$ cat src/rtl/ftprlp_pkg.sv
// ---------------------------------------------------------------------------
// ftprlp_pkg
// Shared constants and types of the control-channel reply line parser.
// ---------------------------------------------------------------------------
`default_nettype none

package ftprlp_pkg;

	// character codes
	localparam logic [7:0] CH_CR     = 8'h0D;
	localparam logic [7:0] CH_LF     = 8'h0A;
	localparam logic [7:0] CH_SPACE  = 8'h20;
	localparam logic [7:0] CH_LPAREN = 8'h28;
	localparam logic [7:0] CH_RPAREN = 8'h29;
	localparam logic [7:0] CH_COMMA  = 8'h2C;
	localparam logic [7:0] CH_ZERO   = 8'h30;
	localparam logic [7:0] CH_NINE   = 8'h39;

	// address part phase codes
	localparam logic [2:0] PH_SEEK   = 3'd0;
	localparam logic [2:0] PH_OCTETS = 3'd1;
	localparam logic [2:0] PH_PORT   = 3'd2;
	localparam logic [2:0] PH_DONE   = 3'd3;
	localparam logic [2:0] PH_BAD    = 3'd4;

	// line position where the address part starts, and where it saturates
	localparam logic [2:0] POS_TEXT  = 3'd4;
	localparam logic [2:0] POS_MAX   = 3'd5;

	// number of octet commas before the port part
	localparam logic [2:0] OCTET_COMMAS = 3'd4;

	// largest legal octet value
	localparam logic [19:0] OCTET_MAX = 20'd255;

	// one finished reply line
	typedef struct packed {
		logic [9:0]  reply_code;
		logic        addr_found;
		logic        addr_error;
		logic [31:0] ip_address;
		logic [15:0] server_port;
	} reply_t;

	// decimal digit test
	function automatic logic is_dec(input logic [7:0] b);
		return (b >= CH_ZERO) && (b <= CH_NINE);
	endfunction

endpackage

`default_nettype wire

$ cat src/rtl/ftprlp_in_reg.sv
// ---------------------------------------------------------------------------
// ftprlp_in_reg
// Input register: holds one received byte until the parser consumes it.
// ---------------------------------------------------------------------------
`default_nettype none

module ftprlp_in_reg (
	input  wire logic       clk,
	input  wire logic       arst_n,
	input  wire logic       rx_valid,
	output logic            rx_stall,
	input  wire logic [7:0] rx_byte,
	input  wire logic       advance,
	output logic            valid_s1,
	output logic [7:0]      byte_s1
);
	import ftprlp_pkg::*;

	logic accept;

	// a held byte blocks the channel until the parser takes it
	assign rx_stall = valid_s1 && !advance;
	assign accept   = rx_valid && !rx_stall;

	// valid flag
	always_ff @(posedge clk or negedge arst_n) begin
		if (!arst_n) begin
			valid_s1 <= 1'b0;
		end else if (accept) begin
			valid_s1 <= 1'b1;
		end else if (advance) begin
			valid_s1 <= 1'b0;
		end
	end

	// byte payload
	always_ff @(posedge clk) begin
		if (accept) begin
			byte_s1 <= rx_byte;
		end
	end

endmodule

`default_nettype wire

$ cat src/rtl/ftprlp_core.sv
// ---------------------------------------------------------------------------
// ftprlp_core
// Line framing, reply code and address state, updated once per byte.
// ---------------------------------------------------------------------------
`default_nettype none

module ftprlp_core (
	input  wire logic       clk,
	input  wire logic       arst_n,
	input  wire logic [7:0] byte_s1,
	input  wire logic       step,
	output logic            emit,
	output ftprlp_pkg::reply_t result
);
	import ftprlp_pkg::*;

	logic [2:0]  pos_q, pos_d;
	logic        reply_q, reply_d;
	logic [9:0]  code_q, code_d;
	logic        cr_q, cr_d;
	logic [2:0]  phase_q, phase_d;
	logic [2:0]  comma_q, comma_d;
	logic [15:0] val_q, val_d;
	logic [31:0] oct_q, oct_d;
	logic [7:0]  phb_q, phb_d;

	logic        digit;
	logic [3:0]  dval;
	logic [13:0] code_wide;
	logic [19:0] val_wide;
	logic [2:0]  comma_inc;
	logic        line_end;
	logic        addr_ok;

	// byte decode and multiply-add
	assign digit     = is_dec(byte_s1);
	assign dval      = byte_s1[3:0];
	assign code_wide = {4'd0, code_q} * 14'd10 + {10'd0, dval};
	assign val_wide  = {4'd0, val_q} * 20'd10 + {16'd0, dval};
	assign comma_inc = comma_q + 3'd1;
	assign line_end  = (byte_s1 == CH_LF) && cr_q;

	// result of the line that ends with this byte
	assign emit    = line_end && reply_q;
	assign addr_ok = (phase_q == PH_DONE);
	always_comb begin
		result.reply_code  = code_q;
		result.addr_found  = (phase_q != PH_SEEK);
		result.addr_error  = (phase_q != PH_SEEK) && !addr_ok;
		result.ip_address  = addr_ok ? oct_q : 32'd0;
		result.server_port = addr_ok ? ({phb_q, 8'h00} | val_q) : 16'd0;
	end

	// next state
	always_comb begin
		pos_d   = pos_q;
		reply_d = reply_q;
		code_d  = code_q;
		cr_d    = cr_q;
		phase_d = phase_q;
		comma_d = comma_q;
		val_d   = val_q;
		oct_d   = oct_q;
		phb_d   = phb_q;
		if (line_end) begin
			pos_d   = 3'd0;
			reply_d = 1'b0;
			code_d  = 10'd0;
			cr_d    = 1'b0;
			phase_d = PH_SEEK;
			comma_d = 3'd0;
			val_d   = 16'd0;
			oct_d   = 32'd0;
			phb_d   = 8'd0;
		end else begin
			// reply code prefix "ddd "
			if (pos_q < 3'd3) begin
				if (digit) begin
					if (pos_q == 3'd0) begin
						reply_d = 1'b1;
					end
					code_d = code_wide[9:0];
				end else begin
					reply_d = 1'b0;
				end
			end else if (pos_q == 3'd3) begin
				if (byte_s1 != CH_SPACE) begin
					reply_d = 1'b0;
				end
			end else if (reply_q) begin
				// address part of the reply text
				case (phase_q)
					PH_SEEK: begin
						if (byte_s1 == CH_LPAREN) begin
							phase_d = PH_OCTETS;
						end
					end
					PH_OCTETS: begin
						if (byte_s1 == CH_COMMA) begin
							oct_d   = {oct_q[23:0], val_q[7:0]};
							val_d   = 16'd0;
							comma_d = comma_inc;
							if (comma_inc >= OCTET_COMMAS) begin
								phase_d = PH_PORT;
							end
						end else if (digit) begin
							val_d = val_wide[15:0];
							if (val_wide > OCTET_MAX) begin
								phase_d = PH_BAD;
							end
						end else begin
							phase_d = PH_BAD;
						end
					end
					PH_PORT: begin
						if (byte_s1 == CH_RPAREN) begin
							phase_d = PH_DONE;
						end else if (byte_s1 == CH_COMMA) begin
							phb_d = val_q[7:0];
							val_d = 16'd0;
						end else if (digit) begin
							val_d = val_wide[15:0];
						end else begin
							phase_d = PH_BAD;
						end
					end
					default: begin
					end
				endcase
			end
			cr_d = (byte_s1 == CH_CR) && (pos_q >= POS_TEXT);
			if (pos_q < POS_MAX) begin
				pos_d = pos_q + 3'd1;
			end
		end
	end

	// state registers
	always_ff @(posedge clk or negedge arst_n) begin
		if (!arst_n) begin
			pos_q   <= 3'd0;
			reply_q <= 1'b0;
			code_q  <= 10'd0;
			cr_q    <= 1'b0;
			phase_q <= PH_SEEK;
			comma_q <= 3'd0;
			val_q   <= 16'd0;
			oct_q   <= 32'd0;
			phb_q   <= 8'd0;
		end else if (step) begin
			pos_q   <= pos_d;
			reply_q <= reply_d;
			code_q  <= code_d;
			cr_q    <= cr_d;
			phase_q <= phase_d;
			comma_q <= comma_d;
			val_q   <= val_d;
			oct_q   <= oct_d;
			phb_q   <= phb_d;
		end
	end

	// line position saturates
	a_pos_range: assert property (@(posedge clk) disable iff (!arst_n)
		pos_q <= POS_MAX)
		else $error("line position past saturation");

	// port part only after all octet commas
	a_port_commas: assert property (@(posedge clk) disable iff (!arst_n)
		(phase_q == PH_PORT || phase_q == PH_DONE) |-> (comma_q == OCTET_COMMAS))
		else $error("port part entered with wrong comma count");

	// address parsing only inside a reply text
	a_addr_in_reply: assert property (@(posedge clk) disable iff (!arst_n)
		(phase_q != PH_SEEK) |-> (reply_q && pos_q == POS_MAX))
		else $error("address phase outside reply text");

endmodule

`default_nettype wire

$ cat src/rtl/ftprlp_out_reg.sv
// ---------------------------------------------------------------------------
// ftprlp_out_reg
// Result register: holds a finished reply until the consumer takes it.
// ---------------------------------------------------------------------------
`default_nettype none

module ftprlp_out_reg (
	input  wire logic               clk,
	input  wire logic               arst_n,
	input  wire logic               load,
	input  wire ftprlp_pkg::reply_t result,
	output logic                    out_free,
	output logic                    reply_valid,
	input  wire logic               reply_stall,
	output ftprlp_pkg::reply_t      reply_q
);
	import ftprlp_pkg::*;

	// room for a new result once the held one is taken
	assign out_free = !reply_valid || !reply_stall;

	// valid flag
	always_ff @(posedge clk or negedge arst_n) begin
		if (!arst_n) begin
			reply_valid <= 1'b0;
		end else if (load) begin
			reply_valid <= 1'b1;
		end else if (!reply_stall) begin
			reply_valid <= 1'b0;
		end
	end

	// result payload
	always_ff @(posedge clk) begin
		if (load) begin
			reply_q <= result;
		end
	end

endmodule

`default_nettype wire

$ cat src/rtl/ftp_reply_line_parser.sv
// ---------------------------------------------------------------------------
// ftp_reply_line_parser
// Frames control-channel bytes into lines and reports reply code and address.
// ---------------------------------------------------------------------------
//
//   channel  direction  handshake               payload
//   rx       in         rx_valid / rx_stall     rx_byte
//   reply    out        reply_valid / reply_stall
//                       reply_code, addr_found, addr_error, ip_address, server_port
//
// one byte per cycle unless the parser is held; a taken byte sits in the input
// register until consumed; a reply is registered when its closing LF is consumed.
// the parser state updates in a single multiply-add step per byte.
// reset clears all line state; no result is pending afterwards.
// a stalled reply holds the parser only when the next byte ends a reply line;
// other bytes keep flowing while a result waits.
`default_nettype none

module ftp_reply_line_parser (
	input  wire logic        clk,
	input  wire logic        arst_n,
	input  wire logic        rx_valid,
	output logic             rx_stall,
	input  wire logic [7:0]  rx_byte,
	output logic             reply_valid,
	input  wire logic        reply_stall,
	output logic [9:0]       reply_code,
	output logic             addr_found,
	output logic             addr_error,
	output logic [31:0]      ip_address,
	output logic [15:0]      server_port
);
	import ftprlp_pkg::*;

	logic       valid_s1;
	logic [7:0] byte_s1;
	logic       advance;
	logic       emit;
	logic       out_free;
	reply_t     result;
	reply_t     reply_q;

	// input register
	ftprlp_in_reg u_in_reg (
		.clk      (clk),
		.arst_n   (arst_n),
		.rx_valid (rx_valid),
		.rx_stall (rx_stall),
		.rx_byte  (rx_byte),
		.advance  (advance),
		.valid_s1 (valid_s1),
		.byte_s1  (byte_s1)
	);

	// a byte moves on unless it ends a reply and the result register is full
	assign advance = valid_s1 && (!emit || out_free);

	// parser state
	ftprlp_core u_core (
		.clk     (clk),
		.arst_n  (arst_n),
		.byte_s1 (byte_s1),
		.step    (advance),
		.emit    (emit),
		.result  (result)
	);

	// result register
	ftprlp_out_reg u_out_reg (
		.clk         (clk),
		.arst_n      (arst_n),
		.load        (advance && emit),
		.result      (result),
		.out_free    (out_free),
		.reply_valid (reply_valid),
		.reply_stall (reply_stall),
		.reply_q     (reply_q)
	);

	// output fields
	assign reply_code  = reply_q.reply_code;
	assign addr_found  = reply_q.addr_found;
	assign addr_error  = reply_q.addr_error;
	assign ip_address  = reply_q.ip_address;
	assign server_port = reply_q.server_port;

endmodule

`default_nettype wire

$ cat config.mk
export PLATFORM = sky130hd
export DESIGN_NAME = ftp_reply_line_parser
export DESIGN_NICKNAME = d
export VERILOG_FILES = /design/src/rtl/ftprlp_pkg.sv /design/src/rtl/ftprlp_in_reg.sv /design/src/rtl/ftprlp_core.sv /design/src/rtl/ftprlp_out_reg.sv /design/src/rtl/ftp_reply_line_parser.sv
export SDC_FILE = /design/constraint.sdc
export NUM_CORES = 1
export LEC_CHECK = 0
export ABC_AREA = 1
export ABC_CLOCK_PERIOD_IN_PS = 5700
export BUFFER_PORTS_ARGS = -buffer_cell sky130_fd_sc_hd__buf_2
export CORE_MARGIN = 2
export CORE_UTILIZATION = 45
export CTS_BUF_LIST = sky130_fd_sc_hd__clkbuf_8
export CTS_CLUSTER_SIZE = 12
export DETAILED_ROUTE_END_ITERATION = 8
export MAX_ROUTING_LAYER = met4
export PLACE_DENSITY = 0.66
export SLEW_MARGIN = 0
export SYNTH_ARGS = -nofsm -noshare
export SYNTH_HDL_FRONTEND = slang
export SYNTH_SLANG_ARGS = --single-unit
$ cat constraint.sdc
create_clock -name clk -period 5.7 [get_ports clk]
set_clock_uncertainty 0.2 [all_clocks]
set_input_delay 0.285 -clock clk [delete_from_list [all_inputs] [get_ports clk]]
set_output_delay 0.285 -clock clk [all_outputs]
set_load 0.02 [all_outputs]
### After elaboration in Yosys (flattened, before gate mapping)

Index checks and enable logic that the tools add are counted.

* register bits after elaboration: 147
* output and inout bits: 62

* add/subtract/negate cells: 4
* multiply operators: 2
* $lt $le $gt $ge: 7
* eq/ne operators: 21
* muxes and demuxes: 56
* bitwise gates (word level): 1
* reductions and logical operators: 39

Operators with widths (count)
* 2-to-1 mux 32 bit: 6
* 2-to-1 mux 16 bit: 7
* 2-to-1 mux 3 bit: 20
* 2-to-1 mux 8 bit: 7
* one-hot mux 16 bit (2 select lines): 1
* 2-to-1 mux 10 bit: 3
* equality test 8 x 6 -> 1 bit, second input constant: 3
* adder 20 x 4 -> 20 bit: 1
* greater-than comparator 20 x 8 -> 1 bit, second input constant: 1
* multiplier 16 x 3 -> 19 bit, second input constant: 1
* equality test 8 x 4 -> 1 bit, second input constant: 2
* OR 16 bit: 1
* nonzero test 2 bit: 8
* AND reduction 6 bit: 2
* nonzero test 3 bit: 4
* 2-to-1 mux 1 bit: 11
* adder 10 x 4 -> 10 bit: 1
* multiplier 10 x 3 -> 9 bit, second input constant: 1
* AND reduction 10 bit: 1
* equality test 3 x 2 -> 1 bit, second input constant: 3
* logical AND 1 bit: 9
* one-hot mux 3 bit (3 select lines): 1
* >= comparator 8 x 6 -> 1 bit, second input constant: 1
* less-or-equal comparator 8 x 6 -> 1 bit, second input constant: 1
* other kinds (20): 34

### Logic depth before layout (Yosys ltp)

Gate-level depths: netlist of run 1.

* depth in word-level cells: 11
* gate-level depth with buffers: 22
* depth with buffers taken out: 22

### By module

A second synthesis of run 1 with hierarchy kept.

* cell total of the unflattened synthesis: 883
* area total of the unflattened synthesis: 7896.3 sq um

By module, submodules not included
* ftprlp_core: times used 1, cells an instance 799, area each 5730.5 sq um
* ftprlp_out_reg: times used 1, cells an instance 64, area each 1843.0 sq um
* ftprlp_in_reg: times used 1, cells an instance 15, area each 297.8 sq um
* ftp_reply_line_parser: times used 1, cells an instance 5, area each 25.0 sq um

### Worst setup path after synthesis of run 1

Ideal clock, no wire load.

* kind: register to register
* start point: register u_in_reg.byte_s1[2]
* end point: register, netlist name u_out_reg.reply_q[0]
* data arrival time: 3913 ps
* data required time: 5022 ps
* path slack: 1108 ps
* stages on the path, launching flop included: 7
* clock period less this slack: 4592 ps
* path through: edfxtp_1 inv_1 nand2_1 nor3_4 clkbuf_1 nand2_1 nor2_1

* word-level cells in the longest chain between the ends: 7

Ends and longest elaborated chain
* start, declared: line ftprlp_in_reg.sv:15 `output logic [7:0] byte_s1`
* start signal, assigned: line ftprlp_in_reg.sv:39 `byte_s1 <= rx_byte;`
* equality test 8 x 4 -> 1 bit *: line ftprlp_core.sv:41 `assign line_end = (byte_s1 == CH_LF) && cr_q;`
* logical AND 1 bit *: line ftprlp_core.sv:41
* logical AND 1 bit *: line ftprlp_core.sv:44 `assign emit = line_end && reply_q;`
* zero test 1 bit: line ftp_reply_line_parser.sv:56 `assign advance = valid_s1 && (!emit || out_free);`
* logical OR 1 bit: line ftp_reply_line_parser.sv:56
* logical AND 1 bit: line ftp_reply_line_parser.sv:56
* logical AND 1 bit *: line ftp_reply_line_parser.sv:72 `.load (advance && emit),`
* net u_out_reg.load: line ftprlp_out_reg.sv:10 `input wire logic load,`

The timed path passes the listed nets; every way through them passes the cells marked *.
A chain may end at the register's enable or synchronous reset.

### Final worst setup path of run 1

* start point: register u_in_reg.byte_s1[2]
* end point: register u_core.comma_q[2]

* word-level cells in the longest chain between the ends: 7
* elaborated cells between the ends (all ways): 14
* classes of those cells: 4 x eq/ne; 1 x mux; 9 x reduce/logical

Ends and longest elaborated chain
* equality test 8 x 4 -> 1 bit: line ftprlp_core.sv:41
* logical AND 1 bit: line ftprlp_core.sv:41
* logical AND 1 bit: line ftprlp_core.sv:44
* zero test 1 bit: line ftp_reply_line_parser.sv:56
* logical OR 1 bit: line ftp_reply_line_parser.sv:56
* logical AND 1 bit: line ftp_reply_line_parser.sv:56
* AND reduction 6 bit (no line)
* end signal, assigned: line ftprlp_core.sv:156 `comma_q <= comma_d;`
* end, declared: line ftprlp_core.sv:22 `logic [2:0] comma_q, comma_d;`

Several ways; a longest one is shown, not always the timed one.

==> impl_metrics.tcl, run 1 <==
set metrics [dict create \
    cts_made_buffers 17 \
    grt_max_degree 80 \
    min_period_ns 3.73 \
    dpl.hpwl_mm 12.1 \
    yosysWarningCount 0 \
    hp-class "reg2reg" \
    crit_family "simple AND/OR/NAND/NOR gates" \
    synth_nets 965 \
    port_buffers 73 \
    design_area_um2 9000 \
    core_area_um2 17200 \
    ir_drop_mv 0.312 \
    gp_congestion 0.895 \
    power_switching_share 0.492 \
    drv_cap 0 \
    synth.distinct_cells 33 \
    critPathBufInv 4 \
    yosys-top-cells-count "nand2_1, inv_1, nor2_1" \
    num_vias 6086 \
    ys_seq_elements 147 \
    clkSlewWorstSetupHoldPaths_ns 0.09 \
    slew_headroom 0.290 \
    hold_viol 0 \
    area_growth_pct 14.2 \
    wl_per_cell_um 13.7 \
    yosys-top-cells-area "edfxtp_1, dfrtp_1, nand2_1, ha_1, inv_1" \
    path_max_fanout 41 \
    synth_top_area_frac 0.259 \
    finalSetupTns_ns 0 \
    setup_viol 0 \
    ant_nets 0 \
    critPathKind "reg2reg" \
    start_util 0.457 \
    tightestPinTransition_ns 1.06 \
    clock_latency_ns 0.44 \
    maxSlewViolCount 0 \
    comb_power_share 0.592 \
    drt_iter0_markers 457 \
    io_pins 74 \
    die_h_um 136 \
    placementRows 48 \
    place_ws_ns 1.95 \
    timing.final.ws_setup_ns 1.97 \
    end_kind "flip-flop" \
    crit_path_top_delay_cell "nor3_4" \
    synth_edf_count 68 \
    vias_per_cell 4.95 \
    fmax_mhz 268 \
    critPathMostFrequentCell "nand2_1" \
    grt_pass1_vias 5668 \
    routed_wl_mm 16.8 \
    synth_top_area_cell "edfxtp_1" \
    finalCritPeriodShare 0.654 \
    clockPowerShare 0.156 \
    dieArea_um2 18600 \
    grt.total_usage 0.197 \
    cts_tree "built" \
    p_switching_mw 2.51 \
    p_per_area_nw_per_um2 567 \
    synth_area_um2 7880 \
    intPower_mw 2.59 \
    synthArstFlopShare 0.537 \
    first_pass_iters 6 \
    path_cells "inv_1 -> nand2_1 -> nor3_4 -> inv_2 -> nand2_1 -> nand4_1 -> inv_1 -> buf_4 -> nand2_1 -> o21ai_0" \
    synth.most_common_cell "nand2_1" \
    synthFlopType "dfrtp_1" \
    p_leak_nw 4.77 \
    grt_remaining_overflow 0 \
    regArea_um2 4020 \
    clockBufferDepth 2 \
    htreeDepth 4 \
    critPathMaxStageDelay_ns 0.59 \
    start_kind "flip-flop" \
    cts.sinks 147 \
    worstPathArrival_ns 3.87 \
    multi_input_area_um2 3240 \
    status "complete, no violations" \
    syn_inst 900 \
    drc_errors 0 \
    root_buffer "clkbuf_8" \
    avgSynthCellArea_um2 8.76 \
    drive_gt1_frac 0.133 \
    placed_area_um2 8490 \
    die_w_um 136 \
    diodes 0 \
    rsz0062_at_grt "no" \
    yosysSeqAreaShare 0.510 \
    fillCellCount 1584 \
    antenna_found_initial 0 \
    grt_pass1_wl_mm 27.9 \
    ctsResizeCount 0 \
    p_seq_frac 0.252 \
    layout.nets 1056 \
    cp.required_ns 5.84 \
]
-- timing repair --
item,CTS,global route
hold endpoints to repair,89,0
hold buffers,12,0
setup buffers,0,0
-- metrics by stage --
| stage | instances | hold slack [ns] | util | power, mW |
|---|---|---|---|---|
| after global placement | 1185 | 0.237 | 0.493 | 4.26 |
| final | 1229 | 0.258 | 0.522 | 5.10 |
| after global routing | 1229 | 0.273 | 0.522 | 5.65 |
| after CTS | 1229 | 0.260 | 0.522 | 5.11 |
| after detailed placement | 1185 | 0.240 | 0.493 | 4.29 |
| after floorplan | 900 | -0.211 | - | 3.67 |
-- kinds of logic (layout without fill, tap and decap cells) --
family / count (synthesis) / count (layout) / share of synthesized area
fa+ha+maj: 53 / 53 / 0.0880
flops: 147 / 147 / 0.510
xor+xnor: 13 / 13 / 0.0144
compound gates: 116 / 116 / 0.0906
simple gates: 407 / 407 / 0.217
buf+inv: 164 / 268 / 0.0799
-- worst reg2reg max path, cell delays in order, from the launching register on --
cell,delay (ns)
edfxtp_1,0.56
inv_1,0.10
nand2_1,0.10
nor3_4,0.59
inv_2,0.31
nand2_1,0.18
nand4_1,0.20
inv_1,0.10
buf_4,0.35
nand2_1,0.59
o21ai_0,0.36
-- path summary, 6_finish.rpt --
kind,end,cells past startpoint,slack (ns),from
worst max-delay path,u_core.comma_q[2],10,1.97,u_in_reg.byte_s1[2]
worst min-delay path,u_out_reg.reply_q[59],0,0.26,u_core.code_q[9]
worst max register to register,u_core.comma_q[2],10,1.97,u_in_reg.byte_s1[2]
worst min register to register,u_out_reg.reply_q[59],0,0.26,u_core.code_q[9]
max in group asynchronous,u_core.phase_q[1],2,4.27,arst_n
min in group asynchronous,u_core.code_q[2],2,0.34,arst_n
-- power by group through the flow --
stage / Sequential [mW] / Combinational, mW / Clock, mW
2_1_floorplan: 1.27 / 2.40 / 0
3_3_place_gp: 1.31 / 2.95 / 0
3_5_place_dp: 1.31 / 2.98 / 0
4_1_cts: 1.29 / 3.01 / 0.813
5_1_grt: 1.30 / 3.49 / 0.862
6_report: 1.29 / 3.02 / 0.793
-- state kept, by name, indices dropped and copies added (netlist names) --
name	cells
u_core.code_q	10
u_core.comma_q	3
u_core.cr_q	1
u_core.oct_q	32
u_core.phase_q	3
u_core.phb_q	8
u_core.pos_q	3
u_core.reply_q	1
u_core.val_q	16
u_in_reg.byte_s1	8
u_in_reg.valid_s1	1
u_out_reg.reply_q	60
u_out_reg.reply_valid	1
-- final cells by class --
| cell class | count | share of cell area |
|---|---|---|
| timing repair buffer | 89 | 0.0576 |
| tap | 225 | 0.0313 |
| clock inverter | 14 | 0.0157 |
| clock buffer | 18 | 0.0275 |
| sequential | 147 | 0.447 |
| inverter | 147 | 0.0613 |
| multi-input combinational | 589 | 0.360 |
-- per-layer routing --
| metal | part of all wire | GRT usage | vias up |
|---|---|---|---|
| met4 | 0.017 | 0.0567 | 0 |
| li1 | - | - | 3131 |
| met5 | 0 | - | - |
| met3 | 0.038 | 0.0347 | 24 |
| met1 | 0.50 | 0.276 | 2799 |
| met2 | 0.45 | 0.295 | 132 |
-- placed cells by master, fill, tap and decap left out, types with 7 or more instances in the layout --
cell / synthesis / layout
ha_1: 49 / 49
a21oi_1: 24 / 24
inv_1: 144 / 144
xnor2_1: 7 / 7
nand3_1: 56 / 56
o21ai_0: 43 / 43
edfxtp_1: 68 / 68
nand2_1: 212 / 212
clkbuf_8: 0 / 18
o22ai_2: 10 / 10
buf_2: 2 / 72
nand4_1: 12 / 12
o22ai_1: 29 / 29
dlygate4sd3_1: 0 / 12
nor2_1: 110 / 109
dfrtp_1: 79 / 79
Power figures use the tool's default switching activity.
==> run 2: changes to the inputs <==
- ABC_CLOCK_PERIOD_IN_PS: 5700 -> 3450
- clock period: 5.7 -> 3.45 ns (I/O delays scaled with it)
==> impl_metrics.tcl, run 2 (synthesis gave the netlist of run 1 again) <==
set metrics [dict create \
    drc_errors 0 \
    grt.total_usage 0.201 \
    placementRows 48 \
    drv_cap 0 \
    path_max_fanout 4 \
    worstPathArrival_ns 3.36 \
    layout_commonest_cell "nand2_1" \
    routed_wl_mm 16.9 \
    ant_nets 0 \
    final_cell_mix "nand2_1, inv_1, nor2_1" \
    tightestPinTransition_ns 1.03 \
    start_kind "flip-flop" \
    status "complete, no violations" \
    drt_iter0_markers 407 \
    cts_tree "built" \
    wl_per_cell_um 13.7 \
    io_pins 74 \
    grt_max_degree 80 \
    finalCritPeriodShare 0.932 \
    p_leak_nw 4.80 \
    maxSlewViolCount 0 \
    largest-register "u_out_reg.reply_q" \
    layout.nets 1062 \
    grt_pass1_vias 5904 \
    vias_per_cell 4.98 \
    grt_pass1_wl_mm 28.4 \
    rr_worst_depth 21 \
    worst_hold_slack_ns 0.199 \
    p_per_area_nw_per_um2 957 \
    power_switching_share 0.486 \
    min_period_ns 3.21 \
    dpl.hpwl_mm 12.1 \
    root_buffer "clkbuf_8" \
    drive_gt1_frac 0.156 \
    largest_reg_flops 60 \
    ir_drop_mv 0.511 \
    critPathKind "reg2reg" \
    cts_made_buffers 17 \
    totalPowerFinal_mw 8.74 \
    gp_congestion 0.910 \
    num_vias 6155 \
    top_regs "u_out_reg.reply_q (60), u_core.oct_q (32), u_core.val_q (16)" \
    end_kind "flip-flop" \
    first_pass_iters 5 \
    intPower_mw 4.49 \
    core_area_um2 17200 \
    clkSlewWorstSetupHoldPaths_ns 0.08 \
    cp.required_ns 3.59 \
    clock_latency_ns 0.45 \
    cts.sinks 147 \
    setup_viol 0 \
    hold_viol 0 \
    fmax_mhz 311 \
    die_w_um 136 \
    htreeDepth 4 \
    clockPowerShare 0.153 \
    slew_headroom 0.315 \
    dieArea_um2 18600 \
    start_util 0.457 \
    p_switching_mw 4.25 \
    port_buffers 73 \
    hp-class "in2async" \
    diodes 0 \
    comb_power_share 0.603 \
    clockBufferDepth 2 \
    p_seq_frac 0.244 \
    antenna_found_initial 0 \
    placed_area_um2 8540 \
    area_growth_pct 15.9 \
    die_h_um 136 \
    grt_remaining_overflow 0 \
    design_area_um2 9140 \
]
-- run 2: cell types whose count changed in the layout (fill, tap and decap cells not counted), sizes merged --
cell	delta
clkinv	+1
clkbuf	+1
clkinvlp	-1
buf	+6
inv	-2
bufinv	+1
-- run 2: area by class of cell --
type | instances | area (um^2)
Multi-Input combinational cell | 589 | 3310
Tap cell | 225 | 282
Sequential cell | 147 | 4020
Fill cell | 1580 | 8100
Timing Repair Buffer | 95 | 576
Clock inverter | 13 | 134
Clock buffer | 19 | 262
Inverter | 147 | 552
-- run 2: layer usage --
metal,vias up,track usage,part of all wire,wire [um]
li1,3144,-,-,-
met1,2855,0.278,0.49,8250
met2,139,0.305,0.45,7660
met3,17,0.0354,0.045,758
met4,0,0.0613,0.014,240
met5,-,-,0,0
-- run 2: power by group through the flow --
stage / sequential [mW] / combinational (mW) / clock (mW)
6_report: 2.13 / 5.27 / 1.34
3_5_place_dp: 2.17 / 4.96 / 0
2_1_floorplan: 2.10 / 3.96 / 0
4_1_cts: 2.13 / 5.03 / 1.37
5_1_grt: 2.15 / 6.08 / 1.44
3_3_place_gp: 2.16 / 4.92 / 0
-- run 2: critical path, cell delays in order, from the launching register on --
cell	delay (ns)
dfrtp_1	0.41
ha_1	0.28
ha_2	0.22
fa_2	0.38
nand2_1	0.10
inv_1	0.04
nor2_1	0.12
inv_1	0.09
nor2_2	0.14
nand2_1	0.07
nor2_1	0.12
nand3_1	0.10
nor2_1	0.19
nand2_1	0.08
nand2_1	0.06
nand2_1	0.07
nand3_1	0.12
nor2_2	0.05
nand2_2	0.10
nand2_2	0.07
nand2_1	0.08
nand2_1	0.05
-- run 2: worst paths after layout --
kind	start	to	slack, ns
setup / recovery	u_core.val_q[3]	u_core.phase_q[2]	0.24
hold / removal	arst_n	u_core.code_q[2]	0.20
setup reg to reg	u_core.val_q[3]	u_core.phase_q[2]	0.24
hold reg to reg	u_core.code_q[8]	u_out_reg.reply_q[58]	0.26
max in group asynchronous	arst_n	u_core.val_q[4]	2.16
min in group clk	rx_byte[5]	u_in_reg.byte_s1[5]	0.23
-- run 2: through the flow --
step                std cells  utilization   TNS, ns  setup slack [ns]
floorplan                 900            -         0             0.285
global placement         1190        0.495         0             0.145
detailed placement       1190        0.495         0           0.00916
CTS                      1234        0.526         0           0.00494
global route             1235        0.530  -0.00270          -0.00270
finish                   1235        0.530         0             0.236
-- run 2: what timing repair did --
action	4_1_cts	5_1_grt
gates resized for setup	2	22
endpoints found under the setup margin	1	3
pin swaps	0	3
hold endpoints to repair	97	0
hold buffers	12	0
buffers inserted	0	1
